### config.mk
export PLATFORM = sky130hd
export DESIGN_NAME = pidr_cmp
export DESIGN_NICKNAME = d
export VERILOG_FILES = /design/src/hdl/pidr_pkg.sv /design/src/hdl/pidr_cmp.sv
export SDC_FILE = /design/constraint.sdc
export NUM_CORES = 1
export LEC_CHECK = 0
export ABC_AREA = 1
export BUFFER_PORTS_ARGS = -buffer_cell sky130_fd_sc_hd__buf_4
export CELL_PAD_IN_SITES_DETAIL_PLACEMENT = 1
export CELL_PAD_IN_SITES_GLOBAL_PLACEMENT = 1
export CORE_MARGIN = 2
export CORE_UTILIZATION = 19
export DETAILED_ROUTE_END_ITERATION = 10
export GPL_TIMING_DRIVEN = 0
export PLACE_DENSITY_LB_ADDON = 0.1
export SLEW_MARGIN = 40
export SYNTH_ARGS = -nofsm -noshare
export SYNTH_HDL_FRONTEND = slang
export SYNTH_SLANG_ARGS = --single-unit
### constraint.sdc
create_clock -name vclk -period 0.8
set_clock_uncertainty 0.1 [all_clocks]
set_input_delay 0.04 -clock vclk [all_inputs]
set_output_delay 0.04 -clock vclk [all_outputs]
set_load 0.03 [all_outputs]
### src/hdl/pidr_pkg.sv
package pidr_pkg;

    localparam int OPCODE_W = 2;
    localparam int ID_W     = 64;

    // operation codes; the unused code acts as check only
    localparam logic [OPCODE_W-1:0] OP_CHECK        = 2'd0;
    localparam logic [OPCODE_W-1:0] OP_INSERT       = 2'd1;
    localparam logic [OPCODE_W-1:0] OP_CHECK_INSERT = 2'd2;

    // one 128-bit packet identifier as two halves
    typedef struct packed {
        logic [ID_W-1:0] hi;
        logic [ID_W-1:0] lo;
    } pidr_id_t;

endpackage

### src/hdl/pidr_cmp.sv
module pidr_cmp (
    input  pidr_pkg::pidr_id_t entry_id,
    input  pidr_pkg::pidr_id_t key_id,
    output logic               match
);
    import pidr_pkg::*;

    // both halves must agree
    assign match = (entry_id.hi == key_id.hi) && (entry_id.lo == key_id.lo);

endmodule

==> run_results.csv <==
group,metric,value,unit
outcome,outcome,"finished with violations",
outcome,violations,"setup timing",
finish,area_delta_synth_final,93.04,%
worst_hold_path,worstHoldStart,"key_id[32]",
finish,post-route-util,0.3758,
drt,ant_nets,0,
power_and_ir_drop,peakVddDrop,0.1354,mV
drt,first_iter_violations,57,
global_routing,grt_pass1_vias,4144,
drt,top_layer,"met4",
floorplan,design.core.area,12010,sq um
sta,fmax,811.9,MHz
finish,n_antenna_cell,0,
setup_path,start_kind,"input port",
floorplan,die_y,114.9,um
drt,dr_wl_met3,982,um
sta,fin_hold_ws,625.4,ps
worst_hold_path,hold_path_end,"match",
setup_path,setup.worst_path.end_class,"output port",
finish,fin_nets,1082,
sta,drv_slew,0,
drt,wl_per_cell,10.47,um
setup_path,cp.arrival,1090,ps
sta,finalWorstSetupSlack,-431.6,ps
yosys,ys_warn_count,0,
floorplan,ios,257,
power_and_ir_drop,p_leak,3.068,nW
place,routabilityCongestion,0.7289,
drt,drt_pass1_iterations,4,
drt,wl,10.17,mm
finish,seqCellArea,0,sq um
setup_path,crit_type,"input port to output port",
floorplan,num_rows,40,
global_routing,grt_max_degree,3,
finish,nClkBuffers,0,
finish,final_common_cell,"buf_4",
worst_hold_path,hold_class,"input port to output port",
sta,fin_crit_sh,1.540,
floorplan,start_util,0.1947,
finish,fillers,1754,
drt,drc,0,
place,port_buffers,257,
sta,hold_viol,0,
setup_path,cp_max_fo,1,
setup_path,cp_cell_sequence,"buf_4, xor2_1, nor2_1, nand2_1, nor2_1, nand2_1, nor2_2, nand2_2, nor2_4, buf_6",
power_and_ir_drop,p_per_area,431.7,nW/um^2
setup_path,cpMaxStageDelayCell,"xor2_1",
global_routing,grt_use_total,0.1446,
yosys,yosysUniqueCellTypes,4,
sta,min_period,1232,ps
sta,relSlewSlack,0.8709,
drt,avgViaCountPerCell,4.025,
sta,setup_viol,1,
floorplan,dieArea,13210,sq um
sta,tightest_slew,193.0,ps
setup_path,slowest_delay,160,ps
yosys,yosysSeqAreaShare,0,
finish,drive_above_1_share,0.3313,
yosys,synth_nets,823,
setup_path,cp_data_required_time,660,ps
drt,dr_wl_met2,5.779,mm
finish,nFlopsAndLatches,0,
sta,rsz0062_at_grt,"yes",
yosys,syn-cell-area,2338,sq um
worst_hold_path,holdPathStages,11,
global_routing,gr-total-overflow,0,
drt,met1_length,3.323,mm
yosys,syn_avg_cell_area,4.124,sq um
global_routing,antenna_found_initial,0,
run,max_cap_violations,0,
floorplan,die_x,114.9,um
drt,vias,3908,
finish,layout_common_cells,"buf_4, nand2_1, inv_1, nor2_1, xor2_1",
place,place_ws,-550.3,ps
place,place_hpwl,9.793,mm
yosys,synthCells,567,
global_routing,grt_pass1_wl,16.19,mm
==> power by group <==
| group | leakage (nW) | total [W] | switching (W) | internal, W |
|---|---|---|---|---|
| combinational | 3.07 | 0.00195 | 0.000782 | 0.00117 |
| sequential | 0 | 0 | 0 | 0 |
| clock | 0 | 0 | 0 | 0 |
| total | 3.07 | 0.00195 | 0.000782 | 0.00117 |
==> layout make-up <==
cell class | count | area (sq um) | area share
repair buffers | 257 | 1937 | 0.4290
inverters | 140 | 525.5 | 0.1164
multi-input cells | 427 | 1868 | 0.4138
well taps | 147 | 183.9 | 0.04074
==> cells by family (layout without fill, tap and decap cells) <==
family        after synthesis  count (layout)  synth area share
buf+inv                   140             397            0.2247
simple gates              385             385            0.6180
xor+xnor                   42              42            0.1573
==> how the worst max path moves through the flow <==
| stage | startpoint | to | slack [ps] | depth (start not counted) |
|---|---|---|---|---|
| finish | key_id[95] | match | -430 | 10 |
| global placement | key_id[110] | match | -500 | 11 |
| CTS | key_id[55] | match | -490 | 11 |
| floorplan | key_id[36] | match | -140 | 9 |
| detailed placement | key_id[54] | match | -550 | 11 |
| global route | key_id[36] | match | -560 | 11 |
==> metrics by stage <==
step / TNS, ps / cells / instance area (sq um) / power [W]
2_1_floorplan: -142.0 / 567 / 2346 / 0.0007160
3_3_place_gp: -498.3 / 971 / 4459 / 0.001866
3_5_place_dp: -550.3 / 971 / 4459 / 0.001960
4_1_cts: -494.5 / 971 / 4482 / 0.001978
5_1_grt: -559.8 / 971 / 4514 / 0.002230
6_report: -431.6 / 971 / 4514 / 0.001949
==> synthesized netlist by cell type (all sizes together) <==
cell type / count / area, sq um
nand2: 236 / 885.9
nor2: 149 / 559.3
inv: 140 / 525.5
xor2: 42 / 367.9
==> per-layer routing <==
metal | up-vias | track usage
met4 | 0 | 0.01044
met3 | 6 | 0.03005
met5 | - | 0
met1 | 1686 | 0.1352
li1 | 2075 | -
met2 | 141 | 0.3224
==> worst max-delay path: cells and delay by family <==
kind | cells | cell delay (ps)
XOR/XNOR | 1 | 160
buffers and inverters | 2 | 240
AND/OR/NAND/NOR | 7 | 630
==> repair_timing <==
item / in CTS / in global routing
pin swaps: 7 / 11
endpoints found under the setup margin: 1 / 1
endpoints found under the hold margin: 0 / 0
setup buffers: 0 / 0
resized for setup: 7 / 12
hold buffers: 0 / 0
No activity file was read; power rests on OpenSTA's default activity.
